$ cat src/hdl/uart_register_file_assert.svh
// Assertion macros for the UART register file.
// Used by modules that check their own logic; needs i_clk and i_rst_n in scope.
`ifndef UART_REGISTER_FILE_ASSERT_SVH
`define UART_REGISTER_FILE_ASSERT_SVH

// check that cons holds in the same cycle as ante
`define URF_ASSERT_SAME(label, ante, cons, msg) \
    label: assert property (@(posedge i_clk) disable iff (!i_rst_n) (ante) |-> (cons)) \
        else $error(msg);

// check that cons holds in the cycle after ante
`define URF_ASSERT_NEXT(label, ante, cons, msg) \
    label: assert property (@(posedge i_clk) disable iff (!i_rst_n) (ante) |=> (cons)) \
        else $error(msg);

`endif

$ cat src/hdl/urf_pkg.sv
// Shared types, register offsets and bit positions for the UART register file.
// No dependencies.
package urf_pkg;

    typedef enum logic [1:0] {
        CMD_READ    = 2'd0,
        CMD_WRITE   = 2'd1,
        CMD_RX_BYTE = 2'd2,
        CMD_TX_DONE = 2'd3
    } t_cmd;

    localparam logic [2:0] OFS_RBR_DLL = 3'd0;
    localparam logic [2:0] OFS_IER_DLM = 3'd1;
    localparam logic [2:0] OFS_IIR_FCR = 3'd2;
    localparam logic [2:0] OFS_LCR     = 3'd3;
    localparam logic [2:0] OFS_MCR     = 3'd4;
    localparam logic [2:0] OFS_LSR     = 3'd5;
    localparam logic [2:0] OFS_MSR     = 3'd6;
    localparam logic [2:0] OFS_SCR     = 3'd7;

    localparam int LCR_DLAB  = 7;
    localparam int MCR_OUT2  = 3;
    localparam int IER_ERDA  = 0;
    localparam int IER_ETHRE = 1;
    localparam int IER_ELSI  = 2;

    localparam logic [7:0] IIR_RLS  = 8'h06;
    localparam logic [7:0] IIR_RDA  = 8'h04;
    localparam logic [7:0] IIR_THRE = 8'h02;
    localparam logic [7:0] IIR_NONE = 8'h01;

    typedef struct packed {
        logic [1:0] command;
        logic [2:0] reg_offset;
        logic [7:0] write_data;
        logic [7:0] line_byte;
    } t_req_word;

    typedef struct packed {
        logic       vld;
        t_req_word  word;
    } t_req_stage;

    typedef struct packed {
        logic [7:0] read_data;
        logic       tx_valid;
        logic [7:0] tx_byte;
        logic       irq;
    } t_rsp_word;

    function automatic logic [7:0] iir_value(
        input logic       oe,
        input logic       dr,
        input logic       busy,
        input logic [3:0] ier
    );
        logic [7:0] v;
        priority if (oe && ier[IER_ELSI]) begin
            v = IIR_RLS;
        end else if (dr && ier[IER_ERDA]) begin
            v = IIR_RDA;
        end else if (!busy && ier[IER_ETHRE]) begin
            v = IIR_THRE;
        end else begin
            v = IIR_NONE;
        end
        return v;
    endfunction

endpackage

$ cat src/hdl/urf_req_if.sv
// Request channel: bus access or line event, valid/ready handshake.
// Depends on nothing.
interface urf_req_if;
    logic       valid;
    logic       ready;
    logic [1:0] command;
    logic [2:0] reg_offset;
    logic [7:0] write_data;
    logic [7:0] line_byte;

    modport source (output valid, command, reg_offset, write_data, line_byte, input ready);
    modport sink   (input valid, command, reg_offset, write_data, line_byte, output ready);
endinterface

$ cat src/hdl/urf_rsp_if.sv
// Response channel: read data, transmit byte and interrupt line, valid/ready handshake.
// Depends on nothing.
interface urf_rsp_if;
    logic       valid;
    logic       ready;
    logic [7:0] read_data;
    logic       tx_valid;
    logic [7:0] tx_byte;
    logic       irq;

    modport source (output valid, read_data, tx_valid, tx_byte, irq, input ready);
    modport sink   (input valid, read_data, tx_valid, tx_byte, irq, output ready);
endinterface

$ cat src/hdl/urf_in_reg.sv
// Input register of the UART register file: captures one request word.
// Depends on urf_pkg and urf_req_if.
module urf_in_reg (
    input  logic               i_clk,
    input  logic               i_rst_n,
    urf_req_if.sink            i_req,
    input  logic               i_take,
    output urf_pkg::t_req_stage o_stage
);
    import urf_pkg::*;

    logic      r_vld;
    t_req_word r_word;

    assign i_req.ready = !r_vld || i_take;

    always_ff @(posedge i_clk) begin
        if (!i_rst_n) begin
            r_vld <= 1'b0;
        end else if (i_req.ready) begin
            r_vld <= i_req.valid;
        end
    end

    always_ff @(posedge i_clk) begin
        if (i_req.valid && i_req.ready) begin
            r_word.command    <= i_req.command;
            r_word.reg_offset <= i_req.reg_offset;
            r_word.write_data <= i_req.write_data;
            r_word.line_byte  <= i_req.line_byte;
        end
    end

    assign o_stage.vld  = r_vld;
    assign o_stage.word = r_word;
endmodule

$ cat src/hdl/urf_core.sv
// Register state, access decode and result register of the UART register file.
// Depends on urf_pkg, urf_rsp_if and uart_register_file_assert.svh.
`include "uart_register_file_assert.svh"

module urf_core (
    input  logic               i_clk,
    input  logic               i_rst_n,
    input  urf_pkg::t_req_stage i_stage,
    output logic               o_take,
    urf_rsp_if.source          o_rsp
);
    import urf_pkg::*;

    logic [7:0] r_dll, n_dll;
    logic [7:0] r_dlm, n_dlm;
    logic [3:0] r_ier, n_ier;
    logic [7:0] r_lcr, n_lcr;
    logic [4:0] r_mcr, n_mcr;
    logic [7:0] r_scr, n_scr;
    logic [7:0] r_rbr, n_rbr;
    logic       r_dr, n_dr;
    logic       r_oe, n_oe;
    logic       r_busy, n_busy;
    logic       r_out_vld;
    t_rsp_word  r_out, n_out;

    logic       fire;
    logic       dlab;
    t_cmd       cmd;
    logic [2:0] ofs;
    logic [7:0] wd;
    logic [7:0] iir_now;
    logic [7:0] iir_next;

    assign o_take  = !r_out_vld || o_rsp.ready;
    assign fire    = i_stage.vld && o_take;
    assign dlab    = r_lcr[LCR_DLAB];
    assign cmd     = t_cmd'(i_stage.word.command);
    assign ofs     = i_stage.word.reg_offset;
    assign wd      = i_stage.word.write_data;
    assign iir_now = iir_value(r_oe, r_dr, r_busy, r_ier);

    always_comb begin
        n_dll  = r_dll;
        n_dlm  = r_dlm;
        n_ier  = r_ier;
        n_lcr  = r_lcr;
        n_mcr  = r_mcr;
        n_scr  = r_scr;
        n_rbr  = r_rbr;
        n_dr   = r_dr;
        n_oe   = r_oe;
        n_busy = r_busy;
        n_out  = '0;
        unique case (cmd)
            CMD_READ: begin
                unique case (ofs)
                    OFS_RBR_DLL: begin
                        if (dlab) begin
                            n_out.read_data = r_dll;
                        end else begin
                            n_out.read_data = r_rbr;
                            n_dr = 1'b0;
                        end
                    end
                    OFS_IER_DLM: n_out.read_data = dlab ? r_dlm : {4'b0, r_ier};
                    OFS_IIR_FCR: n_out.read_data = iir_now;
                    OFS_LCR:     n_out.read_data = r_lcr;
                    OFS_MCR:     n_out.read_data = {3'b0, r_mcr};
                    OFS_LSR: begin
                        n_out.read_data = {1'b0, !r_busy, !r_busy, 3'b0, r_oe, r_dr};
                        n_oe = 1'b0;
                    end
                    OFS_MSR:     n_out.read_data = 8'h00;
                    OFS_SCR:     n_out.read_data = r_scr;
                    default:     n_out.read_data = 8'h00;
                endcase
            end
            CMD_WRITE: begin
                unique case (ofs)
                    OFS_RBR_DLL: begin
                        if (dlab) begin
                            n_dll = wd;
                        end else begin
                            n_out.tx_valid = 1'b1;
                            n_out.tx_byte  = wd;
                            n_busy = 1'b1;
                        end
                    end
                    OFS_IER_DLM: begin
                        if (dlab) begin
                            n_dlm = wd;
                        end else begin
                            n_ier = wd[3:0];
                        end
                    end
                    OFS_LCR:     n_lcr = wd;
                    OFS_MCR:     n_mcr = wd[4:0];
                    OFS_SCR:     n_scr = wd;
                    OFS_IIR_FCR, OFS_LSR, OFS_MSR: begin
                    end
                    default: begin
                    end
                endcase
            end
            CMD_RX_BYTE: begin
                if (r_dr) begin
                    n_oe = 1'b1;
                end
                n_rbr = i_stage.word.line_byte;
                n_dr  = 1'b1;
            end
            CMD_TX_DONE: n_busy = 1'b0;
            default: begin
            end
        endcase
        iir_next  = iir_value(n_oe, n_dr, n_busy, n_ier);
        n_out.irq = !iir_next[0] && n_mcr[MCR_OUT2];
    end

    always_ff @(posedge i_clk) begin
        if (!i_rst_n) begin
            r_dll  <= '0;
            r_dlm  <= '0;
            r_ier  <= '0;
            r_lcr  <= '0;
            r_mcr  <= '0;
            r_scr  <= '0;
            r_rbr  <= '0;
            r_dr   <= 1'b0;
            r_oe   <= 1'b0;
            r_busy <= 1'b0;
        end else if (fire) begin
            r_dll  <= n_dll;
            r_dlm  <= n_dlm;
            r_ier  <= n_ier;
            r_lcr  <= n_lcr;
            r_mcr  <= n_mcr;
            r_scr  <= n_scr;
            r_rbr  <= n_rbr;
            r_dr   <= n_dr;
            r_oe   <= n_oe;
            r_busy <= n_busy;
        end
    end

    always_ff @(posedge i_clk) begin
        if (!i_rst_n) begin
            r_out_vld <= 1'b0;
        end else if (o_take) begin
            r_out_vld <= i_stage.vld;
        end
    end

    always_ff @(posedge i_clk) begin
        if (fire) begin
            r_out <= n_out;
        end
    end

    assign o_rsp.valid     = r_out_vld;
    assign o_rsp.read_data = r_out.read_data;
    assign o_rsp.tx_valid  = r_out.tx_valid;
    assign o_rsp.tx_byte   = r_out.tx_byte;
    assign o_rsp.irq       = r_out.irq;

    `URF_ASSERT_NEXT(a_thr_sets_busy, fire && cmd == CMD_WRITE && ofs == OFS_RBR_DLL && !dlab, r_busy && r_out.tx_valid, "THR write did not set busy")
    `URF_ASSERT_NEXT(a_rx_sets_ready, fire && cmd == CMD_RX_BYTE, r_dr, "received byte did not set data ready")
    `URF_ASSERT_NEXT(a_rx_overrun, fire && cmd == CMD_RX_BYTE && r_dr, r_oe, "receive on full holding register missed overrun")
    `URF_ASSERT_SAME(a_irq_gated, r_out_vld && r_out.irq, r_mcr[MCR_OUT2], "interrupt raised with OUT2 clear")
endmodule

$ cat src/hdl/uart_register_file.sv
// Top level of the UART register file: input register feeding the register core.
// Depends on urf_pkg, urf_req_if, urf_rsp_if, urf_in_reg and urf_core.
//
// Usage:
//   i_req carries one word per access: a bus read or write at one of eight
//   byte offsets, a byte received from the line, or a transmit-done tick.
//   o_rsp returns one word for every request: read data (zero unless a read),
//   the byte handed to the transmitter on a THR write, and the interrupt line
//   as it stands after that request.
//   The response is valid once its word is in the result register: the input
//   register captures the word, and decode moves it into the result register
//   as soon as that register is free.
//   Throughput is one request per cycle while the receiver does not stall,
//   set by the single decode-and-update pass between the two registers;
//   register state updates as each word moves into the result register.
//   When the receiver stalls, the result register holds its word and the
//   input register takes at most one more request before i_req.ready drops.
//   Reset clears all UART registers and flags, leaving the transmitter empty.
module uart_register_file (
    input  logic      i_clk,
    input  logic      i_rst_n,
    urf_req_if.sink   i_req,
    urf_rsp_if.source o_rsp
);
    import urf_pkg::*;

    t_req_stage stage;
    logic       take;

    urf_in_reg u_in_reg (
        .i_clk   (i_clk),
        .i_rst_n (i_rst_n),
        .i_req   (i_req),
        .i_take  (take),
        .o_stage (stage)
    );

    urf_core u_core (
        .i_clk   (i_clk),
        .i_rst_n (i_rst_n),
        .i_stage (stage),
        .o_take  (take),
        .o_rsp   (o_rsp)
    );
endmodule

$ cat src/flat_wrapper.sv
// flat-port wrapper written by rule: the top's interface ports become plain ports
module uart_register_file_flat import urf_pkg::*;
  (i_clk, i_rst_n, i_req_valid, i_req_command, i_req_reg_offset, i_req_write_data, i_req_line_byte, i_req_ready, o_rsp_valid, o_rsp_read_data, o_rsp_tx_valid, o_rsp_tx_byte, o_rsp_irq, o_rsp_ready);
  urf_req_if i_req_i ();
  urf_rsp_if o_rsp_i ();
  input  logic i_clk;
  input  logic i_rst_n;
  input wire logic [$bits(i_req_i.valid)-1:0] i_req_valid;
  input wire logic [$bits(i_req_i.command)-1:0] i_req_command;
  input wire logic [$bits(i_req_i.reg_offset)-1:0] i_req_reg_offset;
  input wire logic [$bits(i_req_i.write_data)-1:0] i_req_write_data;
  input wire logic [$bits(i_req_i.line_byte)-1:0] i_req_line_byte;
  output wire logic [$bits(i_req_i.ready)-1:0] i_req_ready;
  output wire logic [$bits(o_rsp_i.valid)-1:0] o_rsp_valid;
  output wire logic [$bits(o_rsp_i.read_data)-1:0] o_rsp_read_data;
  output wire logic [$bits(o_rsp_i.tx_valid)-1:0] o_rsp_tx_valid;
  output wire logic [$bits(o_rsp_i.tx_byte)-1:0] o_rsp_tx_byte;
  output wire logic [$bits(o_rsp_i.irq)-1:0] o_rsp_irq;
  input wire logic [$bits(o_rsp_i.ready)-1:0] o_rsp_ready;
  assign i_req_i.valid = i_req_valid;
  assign i_req_i.command = i_req_command;
  assign i_req_i.reg_offset = i_req_reg_offset;
  assign i_req_i.write_data = i_req_write_data;
  assign i_req_i.line_byte = i_req_line_byte;
  assign i_req_ready = i_req_i.ready;
  assign o_rsp_valid = o_rsp_i.valid;
  assign o_rsp_read_data = o_rsp_i.read_data;
  assign o_rsp_tx_valid = o_rsp_i.tx_valid;
  assign o_rsp_tx_byte = o_rsp_i.tx_byte;
  assign o_rsp_irq = o_rsp_i.irq;
  assign o_rsp_i.ready = o_rsp_ready;
  uart_register_file u_core (.i_clk(i_clk), .i_rst_n(i_rst_n), .i_req(i_req_i), .o_rsp(o_rsp_i));
endmodule
$ cat config.mk
export PLATFORM = sky130hd
export DESIGN_NAME = uart_register_file_flat
export DESIGN_NICKNAME = d
export VERILOG_FILES = /design/src/hdl/urf_pkg.sv /design/src/hdl/urf_req_if.sv /design/src/hdl/urf_rsp_if.sv /design/src/hdl/urf_in_reg.sv /design/src/hdl/urf_core.sv /design/src/hdl/uart_register_file.sv /design/src/flat_wrapper.sv
export VERILOG_INCLUDE_DIRS = /design/src /design/src/hdl
export SDC_FILE = /design/constraint.sdc
export NUM_CORES = 1
export LEC_CHECK = 0
export BUFFER_PORTS_ARGS = -buffer_cell sky130_fd_sc_hd__buf_2
export CAP_MARGIN = 25
export CELL_PAD_IN_SITES_DETAIL_PLACEMENT = 0
export CELL_PAD_IN_SITES_GLOBAL_PLACEMENT = 1
export CORE_ASPECT_RATIO = 1.4
export CORE_UTILIZATION = 35
export CTS_CLUSTER_SIZE = 25
export DETAILED_ROUTE_END_ITERATION = 16
export PLACE_DENSITY = 0.7
export SYNTH_ARGS = -nofsm -noshare
export SYNTH_HDL_FRONTEND = slang
export SYNTH_SLANG_ARGS = --single-unit
$ cat constraint.sdc
create_clock -name i_clk -period 3 [get_ports i_clk]
set_input_delay 0.3 -clock i_clk [delete_from_list [all_inputs] [get_ports i_clk]]
set_output_delay 0.3 -clock i_clk [all_outputs]
set_load 0.02 [all_outputs]
# After elaboration in Yosys (flattened, before gate mapping)
# Index checks and enable logic that the tools add are counted.
totals:
  register_bits: 93
  out_inout_bits: 20
  in_bits: 25
op_classes:
  n_mux: 24
  n_bitwise: 3
  n_reduce_logical: 27
  eq_ne: 10
ops:
  columns: ["op", "n"]
  rows:
  - ["$pmux 8 s8", 1]
  - ["$mux 8", 2]
  - ["$mux 3", 5]
  - ["$eq 3x3->1 const B", 4]
  - ["$reduce_and 4->1", 3]
  - ["$logic_and 1x1->1", 9]
  - ["$mux 1", 9]
  - ["$mux 9", 1]
  - ["$reduce_and 3->1", 3]
  - ["$mux 4", 2]
  - ["$eq 3x2->1 const B", 2]
  - ["$pmux 1 s2", 3]
  - ["$logic_not 1->1", 5]
  - ["$eq 2x2->1 const B", 2]
  - ["$reduce_and 2->1", 2]
  - ["$eq 3x1->1 const B", 1]
  - ["$logic_not 3->1", 1]
  - ["$not 1->1", 3]
  - ["$reduce_or 3->1", 1]
  - ["$eq 2x1->1 const B", 1]
  - ["$logic_not 2->1", 1]
  - ["$logic_or 1x1->1", 2]
  - ["$mux 2", 1]

# Logic depth before layout (Yosys ltp)
# Gate-level depths: netlist of run 1.
logic_depth:
  ltp_word: 10
  depth_mapped: 7
  mapped_depth_nobuf: 4

# Hierarchy
# From an unflattened synthesis of run 1, not the netlist that was laid out.
hier_totals:
  hier_cells: 352
  area_unflattened_um2: 4052.6
modules_own_cells:
  columns: ["mod", "n_inst", "seq_area_each_um2", "cells_each", "area_each_um2"]
  rows:
  - ["urf_core", 1, 1601.5, 325, 3357.0]
  - ["urf_in_reg", 1, 650.6, 27, 695.7]

# Least setup slack after synthesis of run 1
# Ideal clock, no wire load.
synth_path:
  kind: "flip-flop to flip-flop"
  startpoint: "register u_core.u_core.r_out_vld, in the netlist u_core.u_core.o_rsp.valid"
  endpoint: "register u_core.u_in_reg.r_word, in the netlist u_core.u_in_reg.o_stage[0], enable pin"
  stages_incl_launch_ff: 4
  path_slack_ns: 1.307
  setup_ns: 0.379
  required_time_ns: 2.621
  arrival_ns: 1.314
  path_cell_list: "dfxtp_1 nor2b_1 nand2_1 and2_1"
synth_between:
  elab_chain_cells: 4
synth_rtl:
  columns: ["element", "line_no", "rtl"]
  rows:
  - ["from (decl)", "urf_core.sv:24", "logic r_out_vld;"]
  - ["from (signal assigned)", "urf_core.sv:151", "r_out_vld <= i_stage.vld;"]
  - ["$logic_not 1->1", "urf_core.sv:35", "assign o_take = !r_out_vld || o_rsp.ready;"]
  - ["$logic_or 1x1->1", "urf_core.sv:35", null]
  - ["$logic_or 1x1->1", "urf_in_reg.sv:15", "assign i_req.ready = !r_vld || i_take;"]
  - ["net i_req_ready", "flat_wrapper.sv:13", "output wire logic [$bits(i_req_i.ready)-1:0] i_req_ready;"]
  - ["$logic_and 1x1->1", "urf_in_reg.sv:26", "if (i_req.valid && i_req.ready) begin"]
  - ["to (decl)", "urf_in_reg.sv:13", "t_req_word r_word;"]
# The timed path passes the listed nets, and every way through them passes these cells.
# A chain may end at the register's enable or synchronous reset.

# Final worst setup path of run 1
layout_path:
  startpoint: "register u_core.u_in_reg.r_word, in the netlist u_core.u_in_reg.o_stage[16]"
  endpoint: "register u_core.u_core.r_out, in the netlist u_core.u_core.o_rsp.read_data[0] (data pin)"
layout_between:
  elab_chain_cells: 2
  elab_cells_between_ends: 9
layout_rtl:
  columns: ["element", "line_no", "rtl"]
  rows:
  - ["$eq 3x3->1 (tied with other cells)", "urf_core.sv:57", "unique case (ofs)"]
  - ["$pmux 8 s8 *", "urf_core.sv:57", null]
  - ["to (signal assigned)", "urf_core.sv:157", "r_out <= n_out;"]
  - ["to (decl)", "urf_core.sv:25", "t_rsp_word r_out, n_out;"]
# Mark *: on every way between the ends. The rest lies on a longest branch, timed or not.

==> reports/results.tsv, run 1 <==
stage	metric	value	unit
run_status	status	complete, no violations	
floorplanning	die_width	93.41	µm
grt	grt_max_degree	54	
timing	tightestPinTransition	0.9690	ns
placement	globalplace.congestion	0.8447	
critical_path	rrSetupSlack	0.64	ns
grt	grt-ovfl-total	0	
logic_synthesis	async_flop_share	0	%
logic_synthesis	synth_ff_type	dfxtp_1	
critical_path	crit_start	u_core.u_in_reg.o_stage[16]	
detailed_routing	routed_via_density	5.522	
floorplanning	coreArea	11340	µm²
logic_synthesis	synth_cell_types	49	
placement	io_buffers	44	
logic_synthesis	syn-instance-count	396	
clock_network	clk_latency	0.34	ns
pwr	p_sw	0.6496	mW
grt	grt_pass1_wl	16.62	mm
logic_synthesis	synthesis.area	4094	µm²
finish	syn_to_final_growth	13.72	%
floorplanning	die_area	12140	µm²
hold_path	hp-start	i_req_write_data[5]	
finish	antenna_cells	0	
timing	max_freq	424.3	MHz
clock_network	cts_resized	0	
pwr	irDropWorstVdd	288.6	µV
timing	finalCritPeriodShare	78.55	%
floorplanning	ioPinCount	45	
placement	dpl_cell_area	4379	µm²
hold_path	hp-class	in2reg	
logic_synthesis	synth-seq-area-share	55.01	%
pwr	p_per_area	565.4	nW/µm²
floorplanning	num_rows	46	
clock_network	post_cts_buffers	0	
detailed_routing	drc	0	
clock_network	clk_pin_slew_worst_paths	0.07	ns
critical_path	critical_path_class	reg2reg	
logic_synthesis	syn_nets	421	
logic_synthesis	synth_seq_cells	93	
pwr	seqPwrFrac	53.4	%
grt	antenna_found_initial	0	
finish	drive_gt1_share	19.17	%
critical_path	cp-end-kind	register	
logic_synthesis	ys_warn_count	0	
clock_network	clk_path_buf_depth	2	
finish	final_cell_mix	54 x dfxtp_1, 49 x a21oi_1, 44 x buf_2	
clock_network	cts_buffers	9	
timing	finalSetupTns	0	ns
detailed_routing	postRouteAntennaNets	0	
pwr	totalPowerFinal	2.632	mW
clock_network	cts.sinks	93	
timing	final_max_slew_viol_count	0	
clock_network	postCtsHoldBufs	0	
timing	period_minus_slack	2.357	ns
pwr	switching_share	24.68	%
detailed_routing	vias	3186	
grt	grt_usage	18.40	%
critical_path	r2r_cells	3	
detailed_routing	drt-total-wl	10.72	mm
pwr	internal_power	1.983	mW
timing	finalSetupViolCount	0	
finish	fillers	1093	
clock_network	root_buffer	clkbuf_16	
run	cap_violations	0	
placement	dp_hpwl	7.347	mm
timing	fin_worst_skew	0.006987	ns
hold_path	hold_depth	1	
grt	grt_pass1_vias	3056	
logic_synthesis	synth_edf_count	39	
finish	fin_area	4656	µm²
finish	multi_input_area	1637	µm²
pwr	power_frac_comb	6.4	%
floorplanning	die_y	130.0	µm
finish	final_common_cell	dfxtp_1	
critical_path	startpoint_type	register	
timing	max-slew-margin-rel	35.31	%
pwr	power.share.clock	40.2	%
finish	regArea	2252	µm²
logic_synthesis	syn_area_per_cell	10.34	µm²
detailed_routing	drt_iter0_drc	219	
hold_path	min_to	u_core.u_in_reg.o_stage[13]	
detailed_routing	wl_per_cell	18.58	µm
critical_path	rr_endpoint	u_core.u_core.o_rsp.read_data[0]	
finish	nets	453	
timing	hold_viol_final	0	
clock_network	cts_tree	built	
floorplanning	start_util	36.11	%
clock_network	htree_levels	3	
detailed_routing	first_pass_iters	4	
critical_path	worstPathRequired	3.06	ns
pwr	power_leakage	1.689	nW
critical_path	crit_path_max_fanout	16	
timing	rsz0062_at_grt	false	
critical_path	worst_ep_arrival_time	2.42	ns
critical_path	r2r-start	u_core.u_in_reg.o_stage[16]	
how the worst max path moves through the flow:
| stage | endpoint | slack (ns) | depth (start not counted) |
|---|---|---|---|
| finish | u_core.u_core.o_rsp.read_data[0] | 0.64 | 3 |
| global route | u_core.u_core.o_rsp.read_data[0] | 0.42 | 3 |
| CTS | u_core.u_core.o_rsp.read_data[0] | 0.70 | 3 |
| detailed placement | u_core.u_core.o_rsp.read_data[0] | 0.72 | 3 |
| global placement | u_core.u_core.o_rsp.read_data[0] | 0.72 | 3 |
| floorplan | u_core.u_in_reg.o_stage[0] | 1.31 | 3 |
cell usage after synthesis, types with 5 or more instances:
master / instances / area (µm²)
buf_2: 8 / 40.04
nand2_1: 17 / 63.81
nor2b_1: 8 / 50.05
nor2_1: 18 / 67.56
o21ai_0: 40 / 200.2
nand3_1: 42 / 210.2
a21oi_1: 49 / 245.2
mux2i_1: 19 / 190.2
edfxtp_1: 39 / 1171
a211oi_1: 5 / 37.54
dfxtp_1: 54 / 1081
inv_1: 5 / 18.77
clkbuf_1: 12 / 45.04
and3_1: 12 / 75.07
buf_4: 5 / 37.54
per-layer routing:
layer  global-route usage, %  part of all wire [%]  vias up
met5                       0                     0        -
met4                   12.22                   3.7        0
met3                   2.564                   3.9       27
met2                   30.36                    51       89
met1                   22.37                    42     1539
li1                        -                     -     1531
sequential cells by signal, summed over array words and instances (netlist names), 5 cells and up:
name                           count
u_core.u_in_reg.o_stage           21
u_core.u_core.o_rsp.read_data      8
u_core.u_core.o_rsp.tx_byte        8
u_core.u_core.r_dll                8
u_core.u_core.r_dlm                8
u_core.u_core.r_lcr                8
u_core.u_core.r_rbr                8
u_core.u_core.r_scr                8
u_core.u_core.r_mcr                5
cell families (layout without fill, tap and decap cells):
family | Yosys count | in the layout | share of synthesized area, %
mux | 25 | 25 | 6.846
buf+inv | 39 | 76 | 5.012
flops | 93 | 93 | 55.01
simple gates | 118 | 118 | 15.98
compound gates | 121 | 121 | 17.15
final cells by class:
cell class,count,area share [%]
Tap cell,144,3.870
Clock inverter,6,1.021
Sequential cell,93,48.37
Timing Repair Buffer,52,6.020
Inverter,8,0.6450
Clock buffer,10,4.918
Multi-Input combinational cell,264,35.15
power by group through the flow:
stage               registers (mW)  clock network, mW  logic (mW)
floorplan                     1.42                  0       0.105
CTS                           1.41               1.09       0.169
finish                        1.41               1.06       0.168
global route                  1.41               1.13       0.183
detailed placement            1.43                  0       0.169
global placement              1.43                  0       0.167
critical path, stage by stage (launching register included):
cell       delay [ns]
edfxtp_1         0.73
nor2b_1          0.60
a21oi_1          0.15
a2111oi_0        0.59
stage by stage:
| step | worst slack [ns] | hold slack (ns) | instances | utilization (%) |
|---|---|---|---|---|
| detailed placement | 0.7181 | 0.4541 | 561 | 38.62 |
| global placement | 0.7222 | 0.4450 | 561 | 38.62 |
| finish | 0.6434 | 0.1261 | 577 | 41.06 |
| CTS | 0.6955 | 0.1170 | 577 | 41.06 |
| floorplan | 1.307 | 0.3989 | 396 | - |
| global route | 0.4206 | 0.1158 | 577 | 41.06 |
Note: power is estimated with default switching activity, not from simulation.
==> inputs of run 2 (changes only) <==
- clock period: 3 -> 2.25 ns (I/O delays scaled with it)
==> run 2 against run 1 <==
Critical path depth rose by 1. Setup slack got worse by 0.25 ns. Utilization rose by 0.89 points. Non-clock buffer count increased by 12. Via count rose by 2.4%. Routed wire length increased by 3.0%. Critical endpoint is now u_core.u_core.r_dll[5]. Maximum frequency increased by 27%. Clock skew is essentially flat. Flip-flop and latch count is the same. Global-route usage is 0.60 points higher.
==> reports/results.tsv, run 2 (synthesis results as in run 1) <==
stage	metric	value	unit
floorplanning	num_rows	46	
clock_network	cts_tree	built	
clock_network	clk_path_buf_depth	2	
timing	fin_worst_skew	0.006680	ns
floorplanning	die_area	12140	µm²
finish	syn_to_final_growth	16.20	%
clock_network	cts_buffers	9	
clock_network	cts_resized	0	
finish	nets	465	
detailed_routing	vias	3261	
clock_network	cts.sinks	93	
critical_path	crit_path_max_fanout	16	
timing	rsz0062_at_grt	false	
timing	max-slew-margin-rel	36.76	%
timing	finalSetupTns	0	ns
critical_path	worst_ep_arrival_time	2.13	ns
clock_network	post_cts_buffers	0	
run_status	status	complete, no violations	
run	cap_violations	0	
pwr	totalPowerFinal	3.530	mW
grt	grt_use_met1	22.89	%
critical_path	critical_path_class	reg2reg	
grt	grt_max_degree	40	
floorplanning	die_width	93.41	µm
placement	dp_slack	0.4366	ns
clock_network	postCtsHoldBufs	0	
timing	whs	0.04778	ns
critical_path	startpoint_type	register	
grt	antenna_found_initial	0	
finish	final_cell_mix	54 x dfxtp_1, 49 x a21oi_1, 44 x buf_2	
timing	tightestPinTransition	0.9486	ns
pwr	power_leakage	1.750	nW
floorplanning	start_util	36.11	%
placement	io_buffers	44	
grt	grt_pass1_vias	3049	
clock_network	clk_pin_slew_worst_paths	0.07	ns
pwr	internal_power	2.650	mW
grt	grt_use_met2	30.28	%
detailed_routing	drc	0	
pwr	switching_share	24.92	%
grt	grt_usage	19.00	%
floorplanning	ioPinCount	45	
finish	largest_reg_flops	21	
timing	hold_viol_final	0	
pwr	irDropWorstVdd	463.6	µV
grt	grt_busiest_layer	met2	
timing	final_max_slew_viol_count	0	
grt	grt-ovfl-total	0	
pwr	seqPwrFrac	52.7	%
timing	max_freq	538.1	MHz
critical_path	cp-end-kind	register	
timing	finalCritPeriodShare	82.59	%
pwr	power_frac_comb	7.2	%
critical_path	rrSetupSlack	0.39	ns
finish	drive_gt1_share	21.12	%
finish	antenna_cells	0	
clock_network	clk_latency	0.35	ns
detailed_routing	routed_via_density	5.537	
timing	finalSetupViolCount	0	
clock_network	htree_levels	3	
grt	grt_pass1_wl	16.88	mm
critical_path	worstPathRequired	2.53	ns
pwr	p_sw	0.8796	mW
detailed_routing	postRouteAntennaNets	0	
placement	globalplace.congestion	0.8738	
detailed_routing	wl_per_cell	18.75	µm
floorplanning	coreArea	11340	µm²
pwr	p_per_area	742.0	nW/µm²
placement	dp_hpwl	7.706	mm
finish	final_common_cell	dfxtp_1	
floorplanning	die_y	130.0	µm
clock_network	root_buffer	clkbuf_16	
hold_path	hp-class	in2reg	
detailed_routing	first_pass_iters	4	
detailed_routing	drt-total-wl	11.04	mm
detailed_routing	drt_iter0_drc	224	
grt	use_met3	3.963	%
pwr	power.share.clock	40.1	%
finish	fillers	1089	
timing	worst_slack	0.3918	ns
timing	period_minus_slack	1.858	ns
[run 2: cell types whose count changed in the layout (fill, tap and decap cells not counted), sizes merged]
| cell | change |
|---|---|
| clkinv | +1 |
| clkbuf | -1 |
| buf | +12 |
[run 2: final timing paths]
kind                                                    end                   startpoint  cells past startpoint
worst max-delay path                 u_core.u_core.r_dll[5]  u_core.u_in_reg.o_stage[20]                      4
worst min-delay path            u_core.u_in_reg.o_stage[13]          i_req_write_data[5]                      1
worst max register to register       u_core.u_core.r_dll[5]  u_core.u_in_reg.o_stage[20]                      4
worst min register to register       u_core.u_core.r_rbr[3]       u_core.u_core.r_rbr[3]                      2
[run 2: metal layers]
metal,share of wire (%),routed length (µm)
met3,4.6,507
met1,41,4539
met5,0,0
met4,5.8,637
met2,49,5357
[run 2: through the flow]
step / utilization, % / std cells / instance area [µm²]
after CTS: 41.96 / 589 / 4757
after global routing: 41.96 / 589 / 4757
final: 41.96 / 589 / 4757
after global placement: 39.53 / 573 / 4482
after detailed placement: 39.53 / 573 / 4482
after floorplan: - / 396 / 4094
[run 2: power groups by stage]
| stage | Sequential (mW) | Combinational [mW] | Clock [mW] |
|---|---|---|---|
| after global routing | 1.86 | 0.277 | 1.51 |
| final | 1.86 | 0.256 | 1.41 |
| after floorplan | 1.90 | 0.140 | 0 |
| after CTS | 1.86 | 0.258 | 1.44 |
| after global placement | 1.90 | 0.256 | 0 |
| after detailed placement | 1.90 | 0.257 | 0 |
[run 2: area by class of cell]
cell class | instances | area (µm²) | area share (%)
repair buffers | 64 | 382.9 | 8.048
multi-input cells | 264 | 1637 | 34.40
clock inverters | 7 | 50.05 | 1.052
clock buffers | 9 | 225.2 | 4.734
inverters | 8 | 30.03 | 0.6312
well taps | 144 | 180.2 | 3.787
flip-flops and latches | 93 | 2252 | 47.34
[run 2: critical path, stage by stage (launching register included)]
cell      delay (ns)
edfxtp_1        0.52
and2b_4         0.36
and4_1          0.59
nand3_1         0.16
a21oi_1         0.16
